### src/design/qclt_pkg.sv
// ----------------------------------------------------------------------------
// qclt_pkg: shared types and constants of the command-line tokenizer
// Character codes, quote mode encoding, result and queue entry types.
// ----------------------------------------------------------------------------
package qclt_pkg;

  localparam int QUEUE_DEPTH = 4;

  localparam logic [7:0] CH_BSLASH = 8'h5C;
  localparam logic [7:0] CH_DQUOTE = 8'h22;
  localparam logic [7:0] CH_SQUOTE = 8'h27;
  localparam logic [7:0] CH_SPACE  = 8'h20;
  localparam logic [7:0] CH_TAB    = 8'h09;
  localparam logic [7:0] CH_CR     = 8'h0D;
  localparam logic [7:0] CH_LF     = 8'h0A;
  localparam logic [7:0] CH_N      = 8'h6E;
  localparam logic [7:0] CH_T      = 8'h74;

  typedef enum logic [2:0] {
    QM_NONE   = 3'b001,
    QM_SINGLE = 3'b010,
    QM_DOUBLE = 3'b100
  } qmode_t;

  typedef struct packed {
    logic [7:0] out_char;
    logic       char_valid;
    logic       token_end;
    logic       line_end;
    logic       quote_error;
    logic       run_last;
  } res_t;

  typedef struct packed {
    res_t r0;
    res_t r1;
    logic two;
  } entry_t;

  typedef struct packed {
    logic empty;
    logic full;
  } q_stat_t;

endpackage

### src/design/qclt_if.sv
// ----------------------------------------------------------------------------
// qclt_if: valid/ready channels of the command-line tokenizer
// Input byte channel and token result channel.
// ----------------------------------------------------------------------------
interface qclt_in_if;
  logic       valid;
  logic       ready;
  logic [7:0] in_byte;
  logic       line_last;

  modport source (output valid, output in_byte, output line_last, input ready);
  modport sink   (input valid, input in_byte, input line_last, output ready);
endinterface

interface qclt_out_if;
  logic       valid;
  logic       ready;
  logic [7:0] out_char;
  logic       char_valid;
  logic       token_end;
  logic       line_end;
  logic       quote_error;
  logic       run_last;

  modport source (output valid, output out_char, output char_valid, output token_end,
                  output line_end, output quote_error, output run_last, input ready);
  modport sink   (input valid, input out_char, input char_valid, input token_end,
                  input line_end, input quote_error, input run_last, output ready);
endinterface

### src/design/qclt_front.sv
// ----------------------------------------------------------------------------
// qclt_front: byte classifier of the tokenizer
// Tracks quote mode, open token and pending escape, and builds the one or two
// results of each byte as one queue entry.
// ----------------------------------------------------------------------------
module qclt_front
  import qclt_pkg::*;
(
  input  logic          clk,
  input  logic          rst_n,
  qclt_in_if.sink       in_ch,
  input  q_stat_t       q_stat,
  output logic          push,
  output entry_t        push_entry
);

  qmode_t mode_r, mode_nxt;
  logic   open_r, open_nxt;
  logic   pend_r, pend_nxt;

  logic       accept;
  logic [7:0] c;
  logic       last;
  logic       handled;
  logic       esc_v;
  logic [7:0] esc_ch;
  logic       main_v;
  logic       closed;
  logic       err;
  logic       tend;
  logic       is_sep;
  res_t       r0, r1;

  assign in_ch.ready = !q_stat.full;
  assign accept      = in_ch.valid && in_ch.ready;
  assign c           = in_ch.in_byte;
  assign last        = in_ch.line_last;
  assign is_sep      = (c == CH_SPACE) || (c == CH_TAB) || (c == CH_CR) || (c == CH_LF);

  always_comb begin
    mode_nxt = mode_r;
    open_nxt = open_r;
    pend_nxt = pend_r;
    handled  = 1'b0;
    esc_v    = 1'b0;
    esc_ch   = CH_BSLASH;
    main_v   = 1'b0;
    closed   = 1'b0;

    if (pend_r) begin
      pend_nxt = 1'b0;
      esc_v    = 1'b1;
      handled  = 1'b1;
      case (c)
        CH_N:      esc_ch = CH_LF;
        CH_T:      esc_ch = CH_TAB;
        CH_DQUOTE: esc_ch = CH_DQUOTE;
        CH_BSLASH: esc_ch = CH_BSLASH;
        default: begin
          // unmapped escape: backslash kept, byte handled normally
          esc_ch  = CH_BSLASH;
          handled = 1'b0;
        end
      endcase
    end

    if (!handled) begin
      case (mode_r)
        QM_NONE: begin
          if (c == CH_DQUOTE) begin
            mode_nxt = QM_DOUBLE;
            open_nxt = 1'b1;
          end else if (c == CH_SQUOTE) begin
            mode_nxt = QM_SINGLE;
            open_nxt = 1'b1;
          end else if (is_sep) begin
            if (open_r) begin
              closed   = 1'b1;
              open_nxt = 1'b0;
            end
          end else begin
            open_nxt = 1'b1;
            main_v   = 1'b1;
          end
        end
        QM_SINGLE: begin
          if (c == CH_SQUOTE) begin
            mode_nxt = QM_NONE;
          end else begin
            main_v = 1'b1;
          end
        end
        QM_DOUBLE: begin
          if (c == CH_BSLASH && !last) begin
            pend_nxt = 1'b1;
          end else if (c == CH_DQUOTE) begin
            mode_nxt = QM_NONE;
          end else begin
            main_v = 1'b1;
          end
        end
        default: begin
          mode_nxt = QM_NONE;
        end
      endcase
    end

    err  = (mode_nxt != QM_NONE);
    tend = last ? ((open_nxt || closed) && !err) : closed;

    // first result: escape byte, plain byte, or a bare marker
    r0            = '0;
    r1            = '0;
    r0.char_valid = esc_v || main_v;
    if (esc_v) begin
      r0.out_char = esc_ch;
    end else if (main_v) begin
      r0.out_char = c;
    end
    r1.char_valid = main_v;
    r1.out_char   = main_v ? c : 8'h00;

    push_entry.two = esc_v && main_v;
    if (esc_v && main_v) begin
      r1.token_end   = tend;
      r1.line_end    = last;
      r1.quote_error = last && err;
      r1.run_last    = 1'b1;
    end else begin
      r0.token_end   = tend;
      r0.line_end    = last;
      r0.quote_error = last && err;
      r0.run_last    = 1'b1;
    end
    push_entry.r0 = r0;
    push_entry.r1 = r1;

    push = accept && (esc_v || main_v || last || closed);

    if (last) begin
      mode_nxt = QM_NONE;
      open_nxt = 1'b0;
      pend_nxt = 1'b0;
    end
  end

  always_ff @(posedge clk) begin
    if (!rst_n) begin
      mode_r <= QM_NONE;
      open_r <= 1'b0;
      pend_r <= 1'b0;
    end else if (accept) begin
      mode_r <= mode_nxt;
      open_r <= open_nxt;
      pend_r <= pend_nxt;
    end
  end

endmodule

### src/design/qclt_queue.sv
// ----------------------------------------------------------------------------
// qclt_queue: entry queue between classifier and output sequencer
// Small circular buffer of classified entries in flip-flops.
// ----------------------------------------------------------------------------
module qclt_queue
  import qclt_pkg::*;
#(
  parameter int DEPTH = QUEUE_DEPTH
) (
  input  logic    clk,
  input  logic    rst_n,
  input  logic    push,
  input  entry_t  push_entry,
  input  logic    pop,
  output entry_t  head,
  output q_stat_t q_stat
);

  localparam int PW = (DEPTH > 1) ? $clog2(DEPTH) : 1;
  localparam int CW = $clog2(DEPTH + 1);

  entry_t          mem_r [DEPTH];
  logic [PW-1:0]   wr_ptr_r, rd_ptr_r;
  logic [CW-1:0]   cnt_r;

  function automatic logic [PW-1:0] ptr_inc(input logic [PW-1:0] p);
    ptr_inc = (p == PW'(DEPTH - 1)) ? '0 : p + 1'b1;
  endfunction

  assign head         = mem_r[rd_ptr_r];
  assign q_stat.empty = (cnt_r == '0);
  assign q_stat.full  = (cnt_r == CW'(DEPTH));

  always_ff @(posedge clk) begin
    if (push) begin
      mem_r[wr_ptr_r] <= push_entry;
    end
  end

  always_ff @(posedge clk) begin
    if (!rst_n) begin
      wr_ptr_r <= '0;
      rd_ptr_r <= '0;
      cnt_r    <= '0;
    end else begin
      if (push) begin
        wr_ptr_r <= ptr_inc(wr_ptr_r);
      end
      if (pop) begin
        rd_ptr_r <= ptr_inc(rd_ptr_r);
      end
      case ({push, pop})
        2'b10:   cnt_r <= cnt_r + 1'b1;
        2'b01:   cnt_r <= cnt_r - 1'b1;
        default: cnt_r <= cnt_r;
      endcase
    end
  end

endmodule

### src/design/qclt_back.sv
// ----------------------------------------------------------------------------
// qclt_back: output sequencer of the tokenizer
// Drains queue entries into the output register, one result per cycle unless out_ch stalls.
// ----------------------------------------------------------------------------
module qclt_back
  import qclt_pkg::*;
(
  input  logic         clk,
  input  logic         rst_n,
  input  entry_t       head,
  input  q_stat_t      q_stat,
  output logic         pop,
  qclt_out_if.source   out_ch
);

  logic out_valid_r, out_valid_nxt;
  logic sel_r, sel_nxt;
  res_t res_r, res_nxt;
  logic load;

  assign load = !out_valid_r || out_ch.ready;

  always_comb begin
    pop           = 1'b0;
    sel_nxt       = sel_r;
    res_nxt       = res_r;
    out_valid_nxt = out_valid_r;
    if (load) begin
      out_valid_nxt = !q_stat.empty;
      if (!q_stat.empty) begin
        if (head.two && !sel_r) begin
          // first of a pair: keep the entry for its second result
          res_nxt = head.r0;
          sel_nxt = 1'b1;
        end else begin
          res_nxt = sel_r ? head.r1 : head.r0;
          sel_nxt = 1'b0;
          pop     = 1'b1;
        end
      end
    end
  end

  always_ff @(posedge clk) begin
    if (!rst_n) begin
      out_valid_r <= 1'b0;
      sel_r       <= 1'b0;
    end else begin
      out_valid_r <= out_valid_nxt;
      sel_r       <= sel_nxt;
    end
  end

  always_ff @(posedge clk) begin
    res_r <= res_nxt;
  end

  assign out_ch.valid       = out_valid_r;
  assign out_ch.out_char    = res_r.out_char;
  assign out_ch.char_valid  = res_r.char_valid;
  assign out_ch.token_end   = res_r.token_end;
  assign out_ch.line_end    = res_r.line_end;
  assign out_ch.quote_error = res_r.quote_error;
  assign out_ch.run_last    = res_r.run_last;

endmodule

### src/design/quoted_command_line_tokenizer_top.sv
// ----------------------------------------------------------------------------
// quoted_command_line_tokenizer_top: shell-style command-line tokenizer
// Splits a byte stream into tokens, strips quotes and maps escapes.
// ----------------------------------------------------------------------------
//  channel  | direction | payload
//  in_ch    | in        | in_byte, line_last
//  out_ch   | out       | out_char, char_valid, token_end, line_end,
//           |           | quote_error, run_last
//
//  one byte accepted per cycle unless the queue is full; output is registered
//  a byte with an unmapped escape gives two results and holds the output
//  register for both; the entry queue (QDEPTH entries) absorbs this
//  in_ch.ready drops only when the queue is full; output stalls back up into it
//  synchronous active-low reset; ready in the first cycle after reset
// ----------------------------------------------------------------------------
module quoted_command_line_tokenizer_top
  import qclt_pkg::*;
#(
  parameter int QDEPTH = QUEUE_DEPTH
) (
  input  logic        clk,
  input  logic        rst_n,
  qclt_in_if.sink     in_ch,
  qclt_out_if.source  out_ch
);

  logic    push;
  logic    pop;
  entry_t  push_entry;
  entry_t  head;
  q_stat_t q_stat;

  qclt_front u_front (
    .clk        (clk),
    .rst_n      (rst_n),
    .in_ch      (in_ch),
    .q_stat     (q_stat),
    .push       (push),
    .push_entry (push_entry)
  );

  qclt_queue #(
    .DEPTH (QDEPTH)
  ) u_queue (
    .clk        (clk),
    .rst_n      (rst_n),
    .push       (push),
    .push_entry (push_entry),
    .pop        (pop),
    .head       (head),
    .q_stat     (q_stat)
  );

  qclt_back u_back (
    .clk    (clk),
    .rst_n  (rst_n),
    .head   (head),
    .q_stat (q_stat),
    .pop    (pop),
    .out_ch (out_ch)
  );

endmodule

### src/flat_wrapper.sv
// flat-port wrapper written by rule: the top's interface ports become plain ports
module quoted_command_line_tokenizer_top_flat import qclt_pkg::*;
#(
  parameter int QDEPTH = QUEUE_DEPTH
)
  (clk, rst_n, in_ch_valid, in_ch_in_byte, in_ch_line_last, in_ch_ready, out_ch_valid, out_ch_out_char, out_ch_char_valid, out_ch_token_end, out_ch_line_end, out_ch_quote_error, out_ch_run_last, out_ch_ready);
  qclt_in_if in_ch_i ();
  qclt_out_if out_ch_i ();
  input  logic clk;
  input  logic rst_n;
  input wire logic [$bits(in_ch_i.valid)-1:0] in_ch_valid;
  input wire logic [$bits(in_ch_i.in_byte)-1:0] in_ch_in_byte;
  input wire logic [$bits(in_ch_i.line_last)-1:0] in_ch_line_last;
  output wire logic [$bits(in_ch_i.ready)-1:0] in_ch_ready;
  output wire logic [$bits(out_ch_i.valid)-1:0] out_ch_valid;
  output wire logic [$bits(out_ch_i.out_char)-1:0] out_ch_out_char;
  output wire logic [$bits(out_ch_i.char_valid)-1:0] out_ch_char_valid;
  output wire logic [$bits(out_ch_i.token_end)-1:0] out_ch_token_end;
  output wire logic [$bits(out_ch_i.line_end)-1:0] out_ch_line_end;
  output wire logic [$bits(out_ch_i.quote_error)-1:0] out_ch_quote_error;
  output wire logic [$bits(out_ch_i.run_last)-1:0] out_ch_run_last;
  input wire logic [$bits(out_ch_i.ready)-1:0] out_ch_ready;
  assign in_ch_i.valid = in_ch_valid;
  assign in_ch_i.in_byte = in_ch_in_byte;
  assign in_ch_i.line_last = in_ch_line_last;
  assign in_ch_ready = in_ch_i.ready;
  assign out_ch_valid = out_ch_i.valid;
  assign out_ch_out_char = out_ch_i.out_char;
  assign out_ch_char_valid = out_ch_i.char_valid;
  assign out_ch_token_end = out_ch_i.token_end;
  assign out_ch_line_end = out_ch_i.line_end;
  assign out_ch_quote_error = out_ch_i.quote_error;
  assign out_ch_run_last = out_ch_i.run_last;
  assign out_ch_i.ready = out_ch_ready;
  quoted_command_line_tokenizer_top #(.QDEPTH(QDEPTH)) u_core (.clk(clk), .rst_n(rst_n), .in_ch(in_ch_i), .out_ch(out_ch_i));
endmodule
### config.mk
export PLATFORM = sky130hd
export DESIGN_NAME = quoted_command_line_tokenizer_top_flat
export DESIGN_NICKNAME = d
export VERILOG_FILES = /design/src/design/qclt_pkg.sv /design/src/design/qclt_if.sv /design/src/design/qclt_front.sv /design/src/design/qclt_queue.sv /design/src/design/qclt_back.sv /design/src/design/quoted_command_line_tokenizer_top.sv /design/src/flat_wrapper.sv
export SDC_FILE = /design/constraint.sdc
export NUM_CORES = 1
export LEC_CHECK = 0
export BUFFER_PORTS_ARGS = -buffer_cell sky130_fd_sc_hd__buf_2
export CORE_ASPECT_RATIO = 0.8
export CORE_MARGIN = 1
export CORE_UTILIZATION = 55
export CTS_CLUSTER_SIZE = 8
export DETAILED_ROUTE_END_ITERATION = 8
export PLACE_DENSITY = 0.73
export SLEW_MARGIN = 30
export SYNTH_ARGS = -nofsm -noshare
export SYNTH_HDL_FRONTEND = slang
export SYNTH_SLANG_ARGS = --single-unit
### constraint.sdc
create_clock -name clk -period 6.9 [get_ports clk]
set_input_delay 2.07 -clock clk [delete_from_list [all_inputs] [get_ports clk]]
set_output_delay 2.07 -clock clk [all_outputs]
set_load 0.02 [all_outputs]
# After elaboration in Yosys (flattened, before gate mapping)
# Memory sizes are Yosys's and may differ from the RTL's. A register that Yosys moved wholly into a read port is not among the register bits.
# Cells that the tools add are included.
[word_totals]
wordCells = 117
ram_bits = 108
mem_count = 1
ff_bits = 27
in_bits = 13
[memory_table]
columns = ["name", "depth", "width", "rd", "rd_clocked_by_memory_dff", "wr", "line_no", "rtl"]
rows = [
  ["u_core.u_queue.mem_r", 4, 27, 1, 1, 1, "qclt_queue.sv:22", "entry_t mem_r [DEPTH];"],
]
[classes]
n_bitwise = 1
mux = 54
n_reduce_logical = 25
eq_ne = 18
n_addsub = 4
[ops]
columns = ["operator", "n"]
rows = [
  ["$mux 1", 32],
  ["$mux 13", 2],
  ["$eq 8x4->1 const B", 3],
  ["$eq 8x6->1 const B", 3],
  ["$eq 8x7->1 const B", 3],
  ["$mux 3", 7],
  ["$pmux 7 s3", 1],
  ["$mux 8", 2],
  ["$pmux 3 s3", 1],
  ["$logic_or 1x1->1", 8],
  ["$mux 2", 4],
  ["$mux 4", 2],
  ["$logic_and 1x1->1", 7],
  ["$mux 7", 1],
  ["$eq 2x2->1 const B", 3],
  ["$eq 3x3->1 const B", 2],
  ["$logic_not 1->1", 6],
  ["$pmux 3 s2", 1],
  ["$add 2x1->2 const B", 2],
  ["$reduce_or 4->1", 1],
  ["$add 3x1->3 const B", 1],
  ["$eq 3x1->1 const B", 1],
  ["$eq 3x2->1 const B", 1],
  ["$logic_not 3->1", 1],
  ["other kinds (7)", 7],
]

# Logic depth before layout (Yosys ltp)
# Gate-level depths: netlist of run 1.
[depth]
ltp_word = 15
mapped_depth = 13
ltp_nobuf = 12

# Cells and area by module
# A second synthesis of run 1 with hierarchy kept.
[unflattened]
cells_unflattened = 363
area_unflattened_um2 = 6068.3
[by_module_without_submodules]
columns = ["module", "seq_area_each_um2", "cells_per_inst", "area_per_inst_um2", "instances"]
rows = [
  ["qclt_queue", 3423.3, 188, 4408.0, 1],
  ["qclt_front", 100.1, 136, 965.9, 1],
  ["qclt_back", 430.4, 39, 694.4, 1],
]

# Worst setup path before layout of run 1
# OpenSTA, ideal clock, no wires.
[synth_path]
path_kind = "in2reg"
from = "input port in_ch_in_byte[4]"
to = "register u_core.u_queue.cnt_r[2]"
t_arrival_ps = 4789
required_time_ps = 6824
path_buffers = 0
path_stages = 12
setup_slack_ps = 2036
path_cell_list = "or3_4 nor4_4 nor2_2 a211o_1 o31a_1 inv_2 ha_1 inv_1 fa_1 xor2_1 or3_1 a21boi_0"
[synth_between]
elab_chain_len = 15
word_cells_on_any_way = 37
cone_classes = "11 x eq/ne; 16 x mux; 10 x reduce/logical"
[synth_lines]
columns = ["item", "line_no", "rtl"]
rows = [
  ["from (decl)", "flat_wrapper.sv:12", "input wire logic [$bits(in_ch_i.in_byte)-1:0] in_ch_in_byte;"],
  ["$eq 8x6->1 / $eq 8x4->1 (equally long branches)", "qclt_front.sv:38", "assign is_sep = (c == CH_SPACE) || (c == CH_TAB) || (c == CH_CR) || (c == CH_LF);"],
  ["$logic_or 1x1->1 (3 in series)", "qclt_front.sv:38", ""],
  ["$mux 1", "qclt_front.sv:76", "end else if (is_sep) begin"],
  ["$mux 1", "qclt_front.sv:73", "end else if (c == CH_SQUOTE) begin"],
  ["$mux 1", "qclt_front.sv:70", "if (c == CH_DQUOTE) begin"],
  ["$pmux 1 s3", "qclt_front.sv:68", "case (mode_r)"],
  ["$mux 1", "qclt_front.sv:67", "if (!handled) begin"],
  ["$logic_or 1x1->1 (2 in series)", "qclt_front.sv:138", "push = accept && (esc_v || main_v || last || closed);"],
  ["$logic_or 1x1->1 *", "qclt_front.sv:138", ""],
  ["$logic_and 1x1->1 *", "qclt_front.sv:138", ""],
  ["$eq 2x1->1 / $eq 2x2->1 (equally long branches)", "qclt_queue.sv:52", "case ({push, pop})"],
  ["$pmux 3 s2 / $reduce_bool 2->1 (equally long branches)", "n/a", ""],
  ["to (signal assigned)", "qclt_queue.sv:53", "2'b10: cnt_r <= cnt_r + 1'b1;"],
  ["to (signal assigned)", "qclt_queue.sv:54", "2'b01: cnt_r <= cnt_r - 1'b1;"],
  ["to (signal assigned)", "qclt_queue.sv:55", "default: cnt_r <= cnt_r;"],
  ["to (decl)", "qclt_queue.sv:24", "logic [CW-1:0] cnt_r;"],
]
# Mark *: on every way between the ends. The rest lies on a longest branch, timed or not.
# A chain may end at the register's enable or synchronous reset.

# Final worst setup path of run 1
# Ends and elaborated chain as after synthesis.

==> impl_metrics.ini, run 1 <==
[status]
outcome = complete, no violations

[cts]
clk_latency_ps = 420
clockBufferDepth = 2
clock-sinks = 133
root_buffer = clkbuf_16
cts_resized = 0
cts_buffers = 17
cts_setup_buffers = 0
postCtsHoldBufs = 0
tritoncts = built
cts_max_level = 4
clkSlewWorstSetupHoldPaths_ps = 60

[hold_path]
hold_depth = 2
min_from = u_core.u_back.out_ch.valid$_SDFFE_PN0P_
min_to = u_core.u_back.out_ch.valid$_SDFFE_PN0P_
min_path_type = flop to flop

[power]
ir_drop_mv = 0.169
p_leak_nw = 2.31
powerDensity_nw_per_um2 = 391
p_total_mw = 2.58

[timing]
rsz0062_at_grt = false
layout_setup_ws_ps = 2040
fmaxAchievable_mhz = 206
period_share_pct = 70.5
setup_viol = 0
period_needed_ps = 4860
skew_ps = 11.8
fin_setup_tns_ps = 0
whs_ps = 496
slew_headroom_pct = 53.8
worst_pin_slew_ps = 692
drv_slew = 0
hold_viol_final = 0

[global_routing]
overflow = 0
grt_usage_pct = 22.6
grt_max_degree = 27
antenna_found_initial = 0
grt_pass1_vias = 3200
grt_pass1_wl_um = 17200

[route]
viasPerCell = 5.91
wl_per_cell_um = 19.2
wirelength_um = 10800
vias = 3330
met1_length_um = 4920
drt_first_pass_iters = 5
wl_met3_um = 682
ant_nets = 0
dr_wl_met2_um = 5110
drt-initial-drc-count = 243
drc = 0
highest_layer = met4

[setup_path]
r2r-start = u_core.u_back.sel_r$_SDFFE_PN0P_
r2r_slack_ps = 3670
critical_path_class = primary input to flop
critPathRequiredTime_ps = 7230
startpoint_type = primary input
rr_worst_depth = 8
endpoint_kind = flop
cp.arrival_ps = 5190
r2r-end = u_core.u_queue.cnt_r[2]$_SDFFE_PN0P_
path_max_fanout = 7

[logic_synthesis]
ys.flop_type = edfxtp_1
ys_seq_area_share_pct = 67.0
ys_warn_count = 0
synth.area.mux_share_pct = 11.3
avgSynthCellArea_um2 = 15.1
yosysUniqueCellTypes = 55
syn_inst = 379
synthAdderAreaFrac_pct = 1.66
synth-async-reset-ratio_pct = 0
synth_xor_area_share_pct = 0.306
syn-num-nets = 399
synth_edf_count = 117
netlist_area_um2 = 5720
synth_compound_area_share_pct = 6.02
synth_top_family_by_area = simple AND/OR/NAND/NOR gates
synth-simple-area-share_pct = 11.7
ys_seq_elements = 133

[layout]
syn_to_final_growth_pct = 15.5
final_common_cell = edfxtp_1
final_cell_area_um2 = 6600
drive_gt1_share_pct = 23.7
fin_nets = 434
multiInputGateArea_um2 = 1770
diodes = 0
n_fill_cell = 686
seq_area_um2 = 3840
final_cell_mix = edfxtp_1, nand2_1, buf_2

[place]
io_buffers = 27
placed_area_um2 = 5990
dp_slack_ps = 1690
place_congestion = 0.840
dp.final_hpwl_um = 6530

[die]
rows = 32
die_area_um2 = 10800
ios = 28
core_um2 = 9850
floorplan.initialDensity_pct = 58.1
die_w_um = 116
die_h_um = 93.2

[run]
maxCapViolCount = 0
critical path, cell delays in order:
cell      delay, ps
buf_2           130
or3_4           430
nor4_4          400
nor2_2          140
a211o_1         300
o31a_1          370
inv_2            70
ha_1            160
inv_1            70
fa_1            430
xor2_1          150
or3_1           300
a21boi_0        180
area by class of cell:
cell class	count	area share [%]
flip-flops and latches	133	58.1
inverters	12	0.682
clock buffers	18	6.50
clock inverters	14	2.67
repair buffers	32	2.62
well taps	136	2.58
multi-input cells	218	26.8
worst max-delay path by stage:
stage | slack (ps) | to | startpoint
after floorplan | 2040 | u_core.u_queue.cnt_r[2]$_SDFFE_PN0P_ | in_ch_in_byte[4]
after global placement | 1770 | u_core.u_queue.cnt_r[2]$_SDFFE_PN0P_ | in_ch_in_byte[4]
after detailed placement | 1690 | u_core.u_queue.cnt_r[2]$_SDFFE_PN0P_ | in_ch_in_byte[4]
after CTS | 2080 | u_core.u_queue.cnt_r[2]$_SDFFE_PN0P_ | in_ch_in_byte[4]
after global routing | 1850 | u_core.u_queue.cnt_r[2]$_SDFFE_PN0P_ | in_ch_in_byte[2]
final | 2040 | u_core.u_queue.cnt_r[2]$_SDFFE_PN0P_ | in_ch_in_byte[4]
metal layers:
metal,up-vias,track usage (%)
met5,-,0
met4,0,8.76
met3,16,5.96
met2,141,34.1
met1,1653,31.7
li1,1520,-
flip-flops by register name, indices dropped and copies added, names as in the netlist, 2 cells and up, named ones only:
signal / cells
u_core.u_front.mode_r: 3
u_core.u_back.out_ch.out_char: 8
u_core.u_queue.wr_ptr_r: 2
u_core.u_queue.rd_ptr_r: 2
u_core.u_queue.cnt_r: 3
u_core.u_queue.mem_r: 104
cells in the mapped netlist, types with 3 or more instances:
| cell type | count | area share, % |
|---|---|---|
| nand2b_1 | 3 | 0.33 |
| nor2_1 | 9 | 0.59 |
| a21oi_1 | 3 | 0.26 |
| and3_1 | 3 | 0.33 |
| ha_1 | 6 | 1.3 |
| dfxtp_1 | 16 | 5.6 |
| or3_1 | 4 | 0.44 |
| a21boi_0 | 5 | 0.66 |
| nand3_1 | 8 | 0.70 |
| buf_2 | 6 | 0.53 |
| nand2_1 | 60 | 3.9 |
| clkbuf_1 | 9 | 0.59 |
| o22ai_1 | 3 | 0.33 |
| o21ai_0 | 8 | 0.70 |
| inv_1 | 9 | 0.59 |
| a31o_1 | 3 | 0.46 |
| mux4_2 | 26 | 10 |
| a21o_1 | 3 | 0.39 |
| nor2b_1 | 7 | 0.77 |
| nor3_1 | 5 | 0.44 |
| inv_2 | 3 | 0.20 |
| and2_1 | 19 | 2.1 |
| mux2i_1 | 6 | 1.1 |
| edfxtp_1 | 117 | 61 |
per-stage QoR:
step / std cells / utilization (%)
3_5_place_dp: 531 / 60.9
2_1_floorplan: 379 / -
4_1_cts: 563 / 67.0
5_1_grt: 563 / 67.0
6_report: 563 / 67.0
3_3_place_gp: 531 / 60.9
kinds of logic after synthesis:
kind of cell | Yosys count
buffers and inverters | 28
XOR/XNOR | 2
adder cells (fa/ha/maj) | 7
AND/OR/NAND/NOR | 131
flip-flops | 133
multiplexers | 32
AO/OA/AOI/OAI | 46
where the power goes:
part           internal [mW]  switching [mW]  leakage (nW)
registers               1.05          0.0835          1.22
clock network          0.571           0.339         0.291
logic                  0.227           0.315         0.798
total                   1.85           0.737          2.31
Note: power is estimated with default switching activity, not from simulation.
==> run 2: changes to the inputs <==
- clock period: 6.9 -> 4.73 ns (I/O delays scaled with it)
==> run 2 against run 1 <==
Against the previous run: routed wire length grew 1.9%; clock skew fell by 7.5 ps; clock power grew 54%; critical endpoint unchanged; cell count up 0.71%; sequential power increased by 40%; die area stayed put; combinational power is 62% higher; clock-buffer cell count rose by 3; register-to-register slack got worse by 1900 ps; critical path depth is 1 lower; via count decreased by 0.99%; largest cell class unchanged; setup slack lost 1500 ps.
==> impl_metrics.ini, run 2 (synthesis gave the netlist of run 1 again) <==
[status]
outcome = complete, no violations

[layout]
n_fill_cell = 698
largest-register = u_core.u_queue.mem_r
final_cell_area_um2 = 6670
final_cell_mix = edfxtp_1, nand2_1, buf_2
largest_register_ff_count = 104
syn_to_final_growth_pct = 16.6
fin_nets = 438
final_common_cell = edfxtp_1
drive_gt1_share_pct = 24.4
diodes = 0
final_cells = 567

[global_routing]
overflow = 0
grt_pass1_vias = 3220
antenna_found_initial = 0
grt_max_degree = 27
grt_usage_pct = 22.8
grt_pass1_wl_um = 17200

[cts]
cts_resized = 0
root_buffer = clkbuf_16
clockBufferDepth = 2
clkSlewWorstSetupHoldPaths_ps = 50
clk_latency_ps = 410
cts_buffers = 17
cts_setup_buffers = 0
cts_max_level = 4
postCtsHoldBufs = 0
tritoncts = built
clock-sinks = 133

[setup_path]
cpMaxStageDelayCell = nor4bb_1
endpoint_kind = flop
critPathBufInv = 3
cp_cell_sequence = buf_2 -> nor4bb_1 -> nand3_1 -> a211o_1 -> o31a_1 -> inv_2 -> ha_1 -> inv_1 -> fa_1 -> xor2_1 -> or3_1 -> a21boi_0
cp_num_cells = 12
path_max_fanout = 9
critPathRequiredTime_ps = 5060
max_stage_delay_ps = 530
cp_top_family = simple AND/OR/NAND/NOR gates
startpoint_type = primary input
cp.arrival_ps = 4510
critical_path_class = primary input to flop
rr_worst_depth = 9

[die]
core_um2 = 9850
rows = 32
die_area_um2 = 10800
floorplan.initialDensity_pct = 58.1
die_w_um = 116
ios = 28
die_h_um = 93.2

[timing]
rsz0062_at_grt = false
skew_ps = 4.37
fin_setup_tns_ps = 0
layout_setup_ws_ps = 548
whs_ps = 486
worst_pin_slew_ps = 654
period_share_pct = 88.4
drv_slew = 0
setup_viol = 0
period_needed_ps = 4180
hold_viol_final = 0
fmaxAchievable_mhz = 239
slew_headroom_pct = 56.3

[hold_path]
min_path_type = flop to flop
hold_depth = 2

[place]
dp.final_hpwl_um = 6660
io_buffers = 27
dp_slack_ps = 213
place_inst = 535
placed_area_um2 = 6020
place_congestion = 0.897

[route]
vias = 3297
wl_per_cell_um = 19.5
drt_first_pass_iters = 5
wirelength_um = 11000
drt-initial-drc-count = 246
viasPerCell = 5.81
drc = 0
ant_nets = 0

[power]
ir_drop_mv = 0.335
p_leak_nw = 2.34
powerDensity_nw_per_um2 = 580

[run]
maxCapViolCount = 0
[run 2: changes by cell type in the layout (fill, tap and decap cells not counted), sizes merged]
cell | previous run | this run
buf | 32 | 36
bufinv | 3 | 4
clkbuf | 18 | 21
clkinv | 6 | 3
inv | 15 | 14
[run 2: per-layer routing]
layer	share of wire, %	global-route usage, %	vias to the layer above
li1	-	-	1525
met1	45	30.8	1628
met2	48	34.3	129
met3	5.9	6.35	15
met4	1.3	10.7	0
met5	0	0	-
[run 2: worst paths after layout]
| path | start | end | slack, ps |
|---|---|---|---|
| worst min register to register | u_core.u_back.out_ch.valid$_SDFFE_PN0P_ | u_core.u_back.out_ch.valid$_SDFFE_PN0P_ | 490 |
| worst max-delay path | in_ch_in_byte[2] | u_core.u_queue.cnt_r[2]$_SDFFE_PN0P_ | 550 |
| worst max register to register | flop | u_core.u_queue.cnt_r[2]$_SDFFE_PN0P_ | 1740 |
| worst min-delay path | u_core.u_back.out_ch.valid$_SDFFE_PN0P_ | u_core.u_back.out_ch.valid$_SDFFE_PN0P_ | 490 |
[run 2: report_power, final]
| part | leakage (nW) | total, mW | internal (mW) | switching (mW) |
|---|---|---|---|---|
| Sequential | 1.22 | 1.58 | 1.53 | 0.0557 |
| Combinational | 0.818 | 0.876 | 0.343 | 0.533 |
| Clock | 0.310 | 1.40 | 0.926 | 0.479 |
| Total | 2.34 | 3.87 | 2.80 | 1.07 |
[run 2: cell type report]
class,count,area (um^2),share of cell area [%]
Multi-Input combinational cell,218,1770,26.6
Timing Repair Buffer,36,203,3.04
Inverter,12,45.0,0.676
Clock inverter,11,171,2.57
Tap cell,136,170,2.55
Clock buffer,21,470,7.06
Sequential cell,133,3830,57.5
[run 2: through the flow]
stage | power [mW] | util, %
4_1_cts | 3.91 | 67.7
2_1_floorplan | 2.23 | -
3_5_place_dp | 2.50 | 61.2
6_report | 3.86 | 67.7
5_1_grt | 4.04 | 67.7
3_3_place_gp | 2.47 | 61.2
[run 2: worst min-delay path, cell delays in order (launching register included)]
cell and delay [ps]:
dfxtp_1 320, nand2_1 60, a21boi_0 60
